### src/sv/tmavg_pkg.sv
// Package for the time offset moving average block.
// Holds field widths, reset values, register indexes and input mode codes.
// No dependencies; every other file of the block imports it or follows it.
package tmavg_pkg;

    localparam int DEF_STORE_DEPTH = 32;

    localparam int VALUE_W    = 32;
    localparam int WINDOW_W   = 6;
    localparam int DRIFT_W    = 8;
    localparam int HELD_OUT_W = 6;
    localparam int CFG_DATA_W = 8;
    localparam int CFG_IDX_W  = 1;

    localparam logic [WINDOW_W-1:0] RESET_WINDOW = 6'd20;
    localparam logic [DRIFT_W-1:0]  RESET_DRIFT  = 8'd20;

    typedef enum logic [CFG_IDX_W-1:0] {
        CFG_WINDOW_SIZE = 1'b0,
        CFG_MAX_DRIFT   = 1'b1
    } cfg_index_t;

    localparam logic MODE_SAMPLE  = 1'b0;
    localparam logic MODE_ELAPSED = 1'b1;

endpackage

### src/sv/tmavg_if.sv
// Channel interfaces for the time offset moving average block.
// One interface for input beats and one for result beats, each with valid and ready.
// No dependencies.
interface tmavg_in_if;
    logic               valid;
    logic               ready;
    logic               mode;
    logic signed [31:0] value;

    modport source (output valid, mode, value, input ready);
    modport sink   (input valid, mode, value, output ready);
endinterface

interface tmavg_out_if;
    logic               valid;
    logic               ready;
    logic signed [31:0] offset;
    logic               synced;
    logic               clock_jumped;
    logic [5:0]         samples_held;

    modport source (output valid, offset, synced, clock_jumped, samples_held, input ready);
    modport sink   (input valid, offset, synced, clock_jumped, samples_held, output ready);
endinterface

### src/sv/time_offset_moving_average_core.sv
// Time offset moving average core. Each input beat is either a clock offset
// sample (mode 0) or the elapsed seconds measured over one tick (mode 1), and
// each gives exactly one result beat. Samples are kept in a ring held in one
// synchronous memory; while the window is filling a sample is appended, and
// once it is full the sample replaces the oldest entry, which needs an extra
// state (ST_RMW) for the read of the evicted value. The published offset is
// the held sum divided by the held count, rounded half away from zero,
// produced by a restoring divider that resolves one quotient bit per cycle.
// An elapsed beat skips the divider: when it lies outside the drift window
// the ring is emptied and the elapsed value is subtracted from the offset
// with saturation to 32 bits. One item is worked on at a time; the result
// register lets the next item be taken while a finished result still waits
// for the sink. The two configuration registers are written through a plain
// write port and should only be changed while the block is idle.
module time_offset_moving_average_core
    import tmavg_pkg::*;
#(
    parameter int STORE_DEPTH = DEF_STORE_DEPTH
)
(
    input  logic                  clk,
    input  logic                  rst_n,
    input  logic                  cfg_we,
    input  logic [CFG_IDX_W-1:0]  cfg_index,
    input  logic [CFG_DATA_W-1:0] cfg_data,
    tmavg_in_if.sink              in_ch,
    tmavg_out_if.source           out_ch
);

    // Held count must reach STORE_DEPTH itself; the ring index only needs
    // to address the entries.
    localparam int CNT_W  = $clog2(STORE_DEPTH + 1);
    localparam int IDX_W  = (STORE_DEPTH > 1) ? $clog2(STORE_DEPTH) : 1;
    // The running sum of up to STORE_DEPTH 32-bit samples, with sign.
    localparam int SUM_W  = VALUE_W + CNT_W;
    // Dividend is 2*|sum| + n, divisor is 2*n.
    localparam int NUM_W  = SUM_W + 1;
    localparam int DEN_W  = CNT_W + 1;
    localparam int REM_W  = DEN_W + 1;
    localparam int DCNT_W = $clog2(NUM_W);

    typedef enum logic [2:0] {
        ST_IDLE,
        ST_RMW,
        ST_PREP,
        ST_DIV,
        ST_SIGN,
        ST_FINISH
    } state_t;

    // Sample store: one write and one registered read per cycle.
    logic signed [VALUE_W-1:0] mem [STORE_DEPTH];
    logic                      mem_we;
    logic [IDX_W-1:0]          mem_waddr;
    logic signed [VALUE_W-1:0] mem_wdata;
    logic                      mem_re;
    logic [IDX_W-1:0]          mem_raddr;
    logic signed [VALUE_W-1:0] rd_data_reg;

    // Configuration.
    logic [WINDOW_W-1:0] window_reg;
    logic [DRIFT_W-1:0]  drift_reg;

    // Control and arithmetic state.
    state_t                    state_reg, state_next;
    logic [CNT_W-1:0]          held_reg, held_next;
    logic [IDX_W-1:0]          oldest_reg, oldest_next;
    logic signed [SUM_W-1:0]   sum_reg, sum_next;
    logic signed [VALUE_W-1:0] offset_reg, offset_next;
    logic                      synced_reg, synced_next;
    logic                      jump_reg, jump_next;
    logic signed [VALUE_W-1:0] sample_reg, sample_next;
    logic [IDX_W-1:0]          idx_reg, idx_next;
    logic                      neg_reg, neg_next;
    logic [NUM_W-1:0]          num_reg, num_next;
    logic [DEN_W-1:0]          den_reg, den_next;
    logic [REM_W-1:0]          rem_reg, rem_next;
    logic [DCNT_W-1:0]         cnt_reg, cnt_next;

    // Result register.
    logic                      out_valid_reg, out_valid_next;
    logic signed [VALUE_W-1:0] out_offset_reg, out_offset_next;
    logic                      out_synced_reg, out_synced_next;
    logic                      out_jump_reg, out_jump_next;
    logic [HELD_OUT_W-1:0]     out_held_reg, out_held_next;

    // Helpers.
    logic [CNT_W-1:0]          win_eff;
    logic                      in_accept;
    logic [IDX_W-1:0]          repl_idx;
    logic [CNT_W-1:0]          idx_inc;
    logic signed [33:0]        elapsed_ext;
    logic signed [33:0]        drift_hi;
    logic signed [33:0]        drift_lo;
    logic                      is_jump;
    logic signed [32:0]        jump_diff;
    logic signed [VALUE_W-1:0] jump_offset;
    logic [SUM_W-1:0]          sum_mag;
    logic [REM_W-1:0]          rem_shift;
    logic                      rem_ge;
    logic [VALUE_W-1:0]        quot;

    assign in_accept   = in_ch.valid && in_ch.ready;
    assign in_ch.ready = (state_reg == ST_IDLE);

    assign out_ch.valid        = out_valid_reg;
    assign out_ch.offset       = out_offset_reg;
    assign out_ch.synced       = out_synced_reg;
    assign out_ch.clock_jumped = out_jump_reg;
    assign out_ch.samples_held = out_held_reg;

    // A window of zero acts as one, and a window beyond the store as the store.
    always_comb
    begin
        if (window_reg == '0)
        begin
            win_eff = CNT_W'(1);
        end
        else if (32'(window_reg) > 32'(STORE_DEPTH))
        begin
            win_eff = CNT_W'(STORE_DEPTH);
        end
        else
        begin
            win_eff = CNT_W'(window_reg);
        end
    end

    // A stale ring pointer falls back to entry 0.
    assign repl_idx = (CNT_W'(oldest_reg) >= held_reg) ? '0 : oldest_reg;
    assign idx_inc  = CNT_W'(idx_reg) + CNT_W'(1);

    // Drift window: a jump is declared above max_drift + 1 or below 1 - max_drift.
    assign elapsed_ext = 34'(in_ch.value);
    assign drift_hi    = $signed({26'd0, drift_reg}) + 34'sd1;
    assign drift_lo    = 34'sd1 - $signed({26'd0, drift_reg});
    assign is_jump     = (elapsed_ext > drift_hi) || (elapsed_ext < drift_lo);

    assign jump_diff = 33'(offset_reg) - 33'(in_ch.value);
    always_comb
    begin
        if (jump_diff[32] != jump_diff[31])
        begin
            jump_offset = jump_diff[32] ? {1'b1, {(VALUE_W-1){1'b0}}}
                                        : {1'b0, {(VALUE_W-1){1'b1}}};
        end
        else
        begin
            jump_offset = jump_diff[VALUE_W-1:0];
        end
    end

    assign sum_mag = sum_reg[SUM_W-1] ? SUM_W'(-sum_reg) : SUM_W'(sum_reg);

    // One restoring step of the divider.
    assign rem_shift = {rem_reg[REM_W-2:0], num_reg[NUM_W-1]};
    assign rem_ge    = (rem_shift >= REM_W'(den_reg));
    assign quot      = num_reg[VALUE_W-1:0];

    always_comb
    begin
        state_next      = state_reg;
        held_next       = held_reg;
        oldest_next     = oldest_reg;
        sum_next        = sum_reg;
        offset_next     = offset_reg;
        synced_next     = synced_reg;
        jump_next       = jump_reg;
        sample_next     = sample_reg;
        idx_next        = idx_reg;
        neg_next        = neg_reg;
        num_next        = num_reg;
        den_next        = den_reg;
        rem_next        = rem_reg;
        cnt_next        = cnt_reg;
        out_valid_next  = out_valid_reg;
        out_offset_next = out_offset_reg;
        out_synced_next = out_synced_reg;
        out_jump_next   = out_jump_reg;
        out_held_next   = out_held_reg;
        mem_we          = 1'b0;
        mem_waddr       = idx_reg;
        mem_wdata       = sample_reg;
        mem_re          = 1'b0;
        mem_raddr       = repl_idx;

        // The sink taking the waiting beat frees the result register.
        if (out_valid_reg && out_ch.ready)
        begin
            out_valid_next = 1'b0;
        end

        unique case (state_reg)
            ST_IDLE:
            begin
                if (in_accept)
                begin
                    sample_next = in_ch.value;
                    if (in_ch.mode == MODE_ELAPSED)
                    begin
                        jump_next = is_jump;
                        if (is_jump)
                        begin
                            held_next   = '0;
                            sum_next    = '0;
                            oldest_next = '0;
                            offset_next = jump_offset;
                        end
                        state_next = ST_FINISH;
                    end
                    else if (held_reg < win_eff)
                    begin
                        // Window still filling: append at the end of the ring.
                        jump_next  = 1'b0;
                        mem_we     = 1'b1;
                        mem_waddr  = held_reg[IDX_W-1:0];
                        mem_wdata  = in_ch.value;
                        held_next  = held_reg + CNT_W'(1);
                        sum_next   = sum_reg + SUM_W'(in_ch.value);
                        state_next = ST_PREP;
                    end
                    else
                    begin
                        // Window full: fetch the entry about to be evicted.
                        jump_next  = 1'b0;
                        mem_re     = 1'b1;
                        mem_raddr  = repl_idx;
                        idx_next   = repl_idx;
                        state_next = ST_RMW;
                    end
                end
            end

            ST_RMW:
            begin
                sum_next    = sum_reg - SUM_W'(rd_data_reg) + SUM_W'(sample_reg);
                mem_we      = 1'b1;
                mem_waddr   = idx_reg;
                mem_wdata   = sample_reg;
                oldest_next = (idx_inc >= held_reg) ? '0 : idx_inc[IDX_W-1:0];
                state_next  = ST_PREP;
            end

            ST_PREP:
            begin
                neg_next   = sum_reg[SUM_W-1];
                num_next   = {sum_mag, 1'b0} + NUM_W'(held_reg);
                den_next   = {held_reg, 1'b0};
                rem_next   = '0;
                cnt_next   = '0;
                state_next = ST_DIV;
            end

            ST_DIV:
            begin
                rem_next = rem_ge ? (rem_shift - REM_W'(den_reg)) : rem_shift;
                num_next = {num_reg[NUM_W-2:0], rem_ge};
                if (cnt_reg == DCNT_W'(NUM_W - 1))
                begin
                    cnt_next   = '0;
                    state_next = ST_SIGN;
                end
                else
                begin
                    cnt_next = cnt_reg + DCNT_W'(1);
                end
            end

            ST_SIGN:
            begin
                offset_next = neg_reg ? VALUE_W'(-quot) : quot;
                synced_next = 1'b1;
                state_next  = ST_FINISH;
            end

            ST_FINISH:
            begin
                if (!out_valid_reg || out_ch.ready)
                begin
                    out_valid_next  = 1'b1;
                    out_offset_next = offset_reg;
                    out_synced_next = synced_reg;
                    out_jump_next   = jump_reg;
                    out_held_next   = HELD_OUT_W'(held_reg);
                    state_next      = ST_IDLE;
                end
            end

            default:
            begin
                state_next = ST_IDLE;
            end
        endcase
    end

    always_ff @(posedge clk or negedge rst_n)
    begin
        if (!rst_n)
        begin
            state_reg      <= ST_IDLE;
            window_reg     <= RESET_WINDOW;
            drift_reg      <= RESET_DRIFT;
            held_reg       <= '0;
            oldest_reg     <= '0;
            sum_reg        <= '0;
            offset_reg     <= '0;
            synced_reg     <= 1'b0;
            jump_reg       <= 1'b0;
            neg_reg        <= 1'b0;
            cnt_reg        <= '0;
            out_valid_reg  <= 1'b0;
            out_offset_reg <= '0;
            out_synced_reg <= 1'b0;
            out_jump_reg   <= 1'b0;
            out_held_reg   <= '0;
            sample_reg     <= '0;
            idx_reg        <= '0;
            num_reg        <= '0;
            den_reg        <= '0;
            rem_reg        <= '0;
        end
        else
        begin
            if (cfg_we)
            begin
                unique case (cfg_index_t'(cfg_index))
                    CFG_WINDOW_SIZE: window_reg <= cfg_data[WINDOW_W-1:0];
                    CFG_MAX_DRIFT:   drift_reg  <= cfg_data[DRIFT_W-1:0];
                    default:         window_reg <= window_reg;
                endcase
            end
            state_reg      <= state_next;
            held_reg       <= held_next;
            oldest_reg     <= oldest_next;
            sum_reg        <= sum_next;
            offset_reg     <= offset_next;
            synced_reg     <= synced_next;
            jump_reg       <= jump_next;
            neg_reg        <= neg_next;
            cnt_reg        <= cnt_next;
            out_valid_reg  <= out_valid_next;
            out_offset_reg <= out_offset_next;
            out_synced_reg <= out_synced_next;
            out_jump_reg   <= out_jump_next;
            out_held_reg   <= out_held_next;
            sample_reg     <= sample_next;
            idx_reg        <= idx_next;
            num_reg        <= num_next;
            den_reg        <= den_next;
            rem_reg        <= rem_next;
        end
    end

    // The sample store. Only one item is in flight, so the write of an
    // eviction always lands before the next item can read the ring.
    always_ff @(posedge clk)
    begin
        if (mem_we)
        begin
            mem[mem_waddr] <= mem_wdata;
        end
        if (mem_re)
        begin
            rd_data_reg <= mem[mem_raddr];
        end
    end

`ifndef NO_ASSERTIONS
    a_held_bound: assert property (@(posedge clk) disable iff (!rst_n)
        held_reg <= CNT_W'(STORE_DEPTH))
        else $error("held count exceeds the store depth");

    a_ring_pointer: assert property (@(posedge clk) disable iff (!rst_n)
        (held_reg == '0) ? (oldest_reg == '0) : (CNT_W'(oldest_reg) < held_reg))
        else $error("ring pointer outside the held entries");

    a_jump_empties: assert property (@(posedge clk) disable iff (!rst_n)
        out_valid_reg && out_jump_reg |-> out_held_reg == '0)
        else $error("clock jump result reports held samples");

    a_accept_busy: assert property (@(posedge clk) disable iff (!rst_n)
        in_accept |=> state_reg != ST_IDLE)
        else $error("accepted beat did not start work");

    a_div_count: assert property (@(posedge clk) disable iff (!rst_n)
        state_reg != ST_DIV |-> cnt_reg == '0)
        else $error("divider count live outside division");
`endif

endmodule

### src/flat_wrapper.sv
// flat-port wrapper written by rule: the top's interface ports become plain ports
module time_offset_moving_average_core_flat import tmavg_pkg::*;
#(
    parameter int STORE_DEPTH = DEF_STORE_DEPTH
)
  (clk, rst_n, cfg_we, cfg_index, cfg_data, in_ch_valid, in_ch_mode, in_ch_value, in_ch_ready, out_ch_valid, out_ch_offset, out_ch_synced, out_ch_clock_jumped, out_ch_samples_held, out_ch_ready);
  tmavg_in_if in_ch_i ();
  tmavg_out_if out_ch_i ();
  input  logic clk;
  input  logic rst_n;
  input  logic cfg_we;
  input  logic [CFG_IDX_W-1:0] cfg_index;
  input  logic [CFG_DATA_W-1:0] cfg_data;
  input wire logic [$bits(in_ch_i.valid)-1:0] in_ch_valid;
  input wire logic [$bits(in_ch_i.mode)-1:0] in_ch_mode;
  input wire logic [$bits(in_ch_i.value)-1:0] in_ch_value;
  output wire logic [$bits(in_ch_i.ready)-1:0] in_ch_ready;
  output wire logic [$bits(out_ch_i.valid)-1:0] out_ch_valid;
  output wire logic [$bits(out_ch_i.offset)-1:0] out_ch_offset;
  output wire logic [$bits(out_ch_i.synced)-1:0] out_ch_synced;
  output wire logic [$bits(out_ch_i.clock_jumped)-1:0] out_ch_clock_jumped;
  output wire logic [$bits(out_ch_i.samples_held)-1:0] out_ch_samples_held;
  input wire logic [$bits(out_ch_i.ready)-1:0] out_ch_ready;
  assign in_ch_i.valid = in_ch_valid;
  assign in_ch_i.mode = in_ch_mode;
  assign in_ch_i.value = in_ch_value;
  assign in_ch_ready = in_ch_i.ready;
  assign out_ch_valid = out_ch_i.valid;
  assign out_ch_offset = out_ch_i.offset;
  assign out_ch_synced = out_ch_i.synced;
  assign out_ch_clock_jumped = out_ch_i.clock_jumped;
  assign out_ch_samples_held = out_ch_i.samples_held;
  assign out_ch_i.ready = out_ch_ready;
  time_offset_moving_average_core #(.STORE_DEPTH(STORE_DEPTH)) u_core (.clk(clk), .rst_n(rst_n), .cfg_we(cfg_we), .cfg_index(cfg_index), .cfg_data(cfg_data), .in_ch(in_ch_i), .out_ch(out_ch_i));
endmodule
### config.mk
export PLATFORM = sky130hd
export DESIGN_NAME = time_offset_moving_average_core_flat
export DESIGN_NICKNAME = d
export VERILOG_FILES = /design/src/sv/tmavg_pkg.sv /design/src/sv/tmavg_if.sv /design/src/sv/time_offset_moving_average_core.sv /design/src/flat_wrapper.sv
export SDC_FILE = /design/constraint.sdc
export NUM_CORES = 2
export LEC_CHECK = 0
export BUFFER_PORTS_ARGS = -buffer_cell sky130_fd_sc_hd__buf_2
export CAP_MARGIN = 20
export CORE_ASPECT_RATIO = 0.75
export CORE_MARGIN = 5
export CORE_UTILIZATION = 36
export CTS_BUF_LIST = sky130_fd_sc_hd__clkbuf_2 sky130_fd_sc_hd__clkbuf_4 sky130_fd_sc_hd__clkbuf_8
export CTS_CLUSTER_DIAMETER = 200
export DETAILED_ROUTE_END_ITERATION = 16
export GPL_TIMING_DRIVEN = 1
export PLACE_DENSITY = 0.56
export SETUP_SLACK_MARGIN = 0.05
export SLEW_MARGIN = 10
export SYNTH_ARGS = -nofsm -noshare
export SYNTH_HDL_FRONTEND = slang
export SYNTH_SLANG_ARGS = --single-unit
### constraint.sdc
create_clock -name clk -period 9.5 [get_ports clk]
set_clock_uncertainty 0.2 [all_clocks]
set_input_delay 1.9 -clock clk [delete_from_list [all_inputs] [get_ports clk]]
set_output_delay 1.9 -clock clk [all_outputs]
set_load 0.03 [all_outputs]
==> results_dict.tcl <==
set metrics [dict create \
    hold_path_end "u_core.synced_reg" \
    track_usage_pct 20.8 \
    final_common_cell "edfxtp_1" \
    min_period_over_period_pct 64.4 \
    worstPathCellList "inv_1 > ha_1 > nand2b_1 > a21o_1 > a21o_1 > a21o_1 > a21oi_1 > or2_2 > and3_2 > o21ai_0 > nor4_1 > or4_1" \
    syn_inst 4717 \
    drtIter0Drc 5054 \
    dr.pass1.iters 6 \
    path_max_fanout 42 \
    min_period_ns 6.12 \
    ys_warn_count 0 \
    cpMostUsedCell "a21o_1" \
    avgSynthCellArea_um2 13.0 \
    required_ns 10.11 \
    worst_pin_slew_ns 1.45 \
    cts_tree "yes" \
    root_buffer "clkbuf_8" \
    slowest_stage "and3_2" \
    outcome "finished, final reports clean" \
    synthesis.area_mm2 0.0612 \
    grt_pass1_vias 39600 \
    largest_reg_flops 1024 \
    core_mm2 0.169 \
    max_clock_freq_mhz 163 \
    reg2reg_slack_ns 3.38 \
    p_leak_nw 24.9 \
    cts_setup_buffers 0 \
    multi_input_area_mm2 0.0221 \
    htreeDepth 4 \
    grt_setup_unrepaired "no" \
    ys_ff_latch 1293 \
    area_growth_pct 13.0 \
    syn-num-nets 4989 \
    via_count 41900 \
    drive_gt1_share_pct 16.7 \
    fillers 15900 \
    ys_seq_area_share_pct 61.5 \
    worstPathArrival_ns 6.73 \
    power_density_mw_per_mm2 304 \
    wire_per_inst_um 26.0 \
    ff2ff_path_depth 12 \
    nets 5149 \
    floorplan.initialDensity_pct 36.1 \
    grt_remaining_overflow 0 \
    start_kind "flop" \
    final_cell_area_mm2 0.0691 \
    slowest_delay_ns 1.05 \
    critical_path_class "reg2reg" \
    viasPerCell 5.73 \
    total_power_mw 21.0 \
    critPathTopFamily "simple AND/OR/NAND/NOR gates" \
    drc 0 \
    yosysUniqueCellTypes 86 \
    clkTransAtPathRegs_ns 0.06 \
    drv_cap 0 \
    synth-async-reset-ratio_pct 18.3 \
    die_x_um 486 \
    drtAntennaViolNets 0 \
    final_cell_mix "1056 x edfxtp_1, 348 x nand2_1, 252 x o21ai_0, 242 x nor2_1, 232 x a21oi_1" \
    cts_buffers 197 \
    ys.flop_type "edfxtp_1" \
    r2r_end "u_core.rd_data_reg[24]" \
    slew_headroom_pct 2.65 \
    dpl_cell_area_mm2 0.0649 \
    drt_wl_total_mm 190 \
    dp_hpwl_mm 115 \
    grt_pass1_wl_mm 277 \
    die-area_mm2 0.178 \
    hp-class "reg2reg" \
    irDropWorstVdd_v 0.000222 \
    gp_congestion 0.955 \
    slew_viol_final 0 \
    timing.rr.start "u_core.oldest_reg[0]" \
    synth_edf_count 1056 \
    cts_max_path_buffers 3 \
    crit_path_end_kind "flop" \
    setup_violations 0 \
    worstSkewPairLatency_ns 0.98 \
    ctsResizeCount 0 \
    finalHoldViolCount 0 \
    rows 131 \
    cts_hold_buf 0 \
    clock-sinks 1293 \
    die_y_um 367 \
    grt_max_degree 127 \
    min_path_cells 1 \
    ioPinCount 89 \
    antenna_found_initial 6 \
    regArea_mm2 0.0377 \
    setup_tns_ns 0 \
    cp_num_buf_inv 1 \
    hold_start "u_core.synced_reg" \
    portBuffers 88 \
]
report_power, final:
part / internal, mW / switching (mW) / total, mW
Sequential: 7.12 / 0.562 / 7.68
Clock: 2.51 / 2.33 / 4.84
Combinational: 3.14 / 5.37 / 8.51
Total: 12.8 / 8.26 / 21.0
how the worst max path moves through the flow:
stage	start	end	slack (ns)	depth (start not counted)
after floorplan	in_ch_value[0]	u_core.offset_reg[30]	4.22	13
after global placement	in_ch_valid	u_core.mem[19][3]	3.35	8
after detailed placement	in_ch_value[0]	u_core.sum_reg[36]	3.31	13
after CTS	u_core.oldest_reg[0]	u_core.rd_data_reg[24]	3.44	12
after global routing	u_core.oldest_reg[0]	u_core.rd_data_reg[24]	3.18	12
final	u_core.oldest_reg[0]	u_core.rd_data_reg[24]	3.38	12
worst register-to-register path, stage by stage (launching register included):
cell and delay [ns]:
dfrtp_4 0.95, inv_1 0.19, ha_1 0.32, nand2b_1 0.13, a21o_1 0.17, a21o_1 0.17
a21o_1 0.17, a21oi_1 0.59, or2_2 0.99, and3_2 1.05, o21ai_0 0.26, nor4_1 0.58
or4_1 0.20
logic make-up (layout without fill, tap and decap cells):
family / count (synthesis) / after routing / share of synthesized area, %
adders and majority gates: 225 / 225 / 5.10
other: 0 / 6 / 0
buffers and inverters: 485 / 810 / 3.14
AOI/OAI and AO/OA: 1187 / 1187 / 12.9
muxes: 224 / 224 / 5.80
and+or+nand+nor: 1106 / 1106 / 8.72
xor gates and xnor gates: 197 / 197 / 2.82
DFF: 1293 / 1293 / 61.5
cells in the mapped netlist (31+ instances only):
cell | number | share of area [%]
a2111oi_0 | 33 | 0.47
o31ai_1 | 31 | 0.38
a31oi_1 | 36 | 0.37
ha_1 | 184 | 3.8
edfxtp_1 | 1056 | 52
nor3_1 | 72 | 0.59
fa_1 | 41 | 1.3
a21oi_1 | 233 | 1.9
nand2_1 | 348 | 2.1
nand3_1 | 73 | 0.60
nor2_1 | 277 | 1.7
and3_1 | 62 | 0.63
dfrtp_1 | 233 | 9.5
nor4_1 | 60 | 0.61
o21ai_0 | 285 | 2.3
nor2b_1 | 57 | 0.58
a21o_1 | 71 | 0.87
mux4_2 | 96 | 3.5
mux2i_1 | 42 | 0.69
o22ai_1 | 72 | 0.74
inv_1 | 228 | 1.4
xor2_1 | 89 | 1.3
a311oi_1 | 33 | 0.47
a211oi_1 | 113 | 1.4
or4_1 | 44 | 0.54
mux2_2 | 86 | 1.6
clkbuf_1 | 224 | 1.4
xnor2_1 | 108 | 1.5
o221ai_1 | 69 | 0.99
metal layers:
layer	wire length, um	global-route usage (%)
met5	146	0.617
met4	3090	4.70
met3	17300	4.96
met1	92200	33.1
met2	77300	28.2
layout make-up:
class                      count  share of cell area, %
antenna                        6                 0.0217
clock buffer                 274                   4.81
clock inverter                90                   1.06
inverter                     228                   1.24
multi-input combinational   2939                   32.0
sequential                  1293                   54.5
tap                         2261                   4.09
timing repair buffer         218                   2.32
per-stage QoR:
step	setup WS (ns)	hold slack [ns]	utilization (%)	instances
CTS	3.44	0.273	40.7	7294
global route	3.18	0.286	40.8	7305
finish	3.38	0.265	40.8	7309
detailed placement	3.31	0.252	38.3	6930
floorplan	4.22	0.228	-	4717
global placement	3.35	0.252	38.2	6919
No activity file was read; power rests on OpenSTA's default activity.
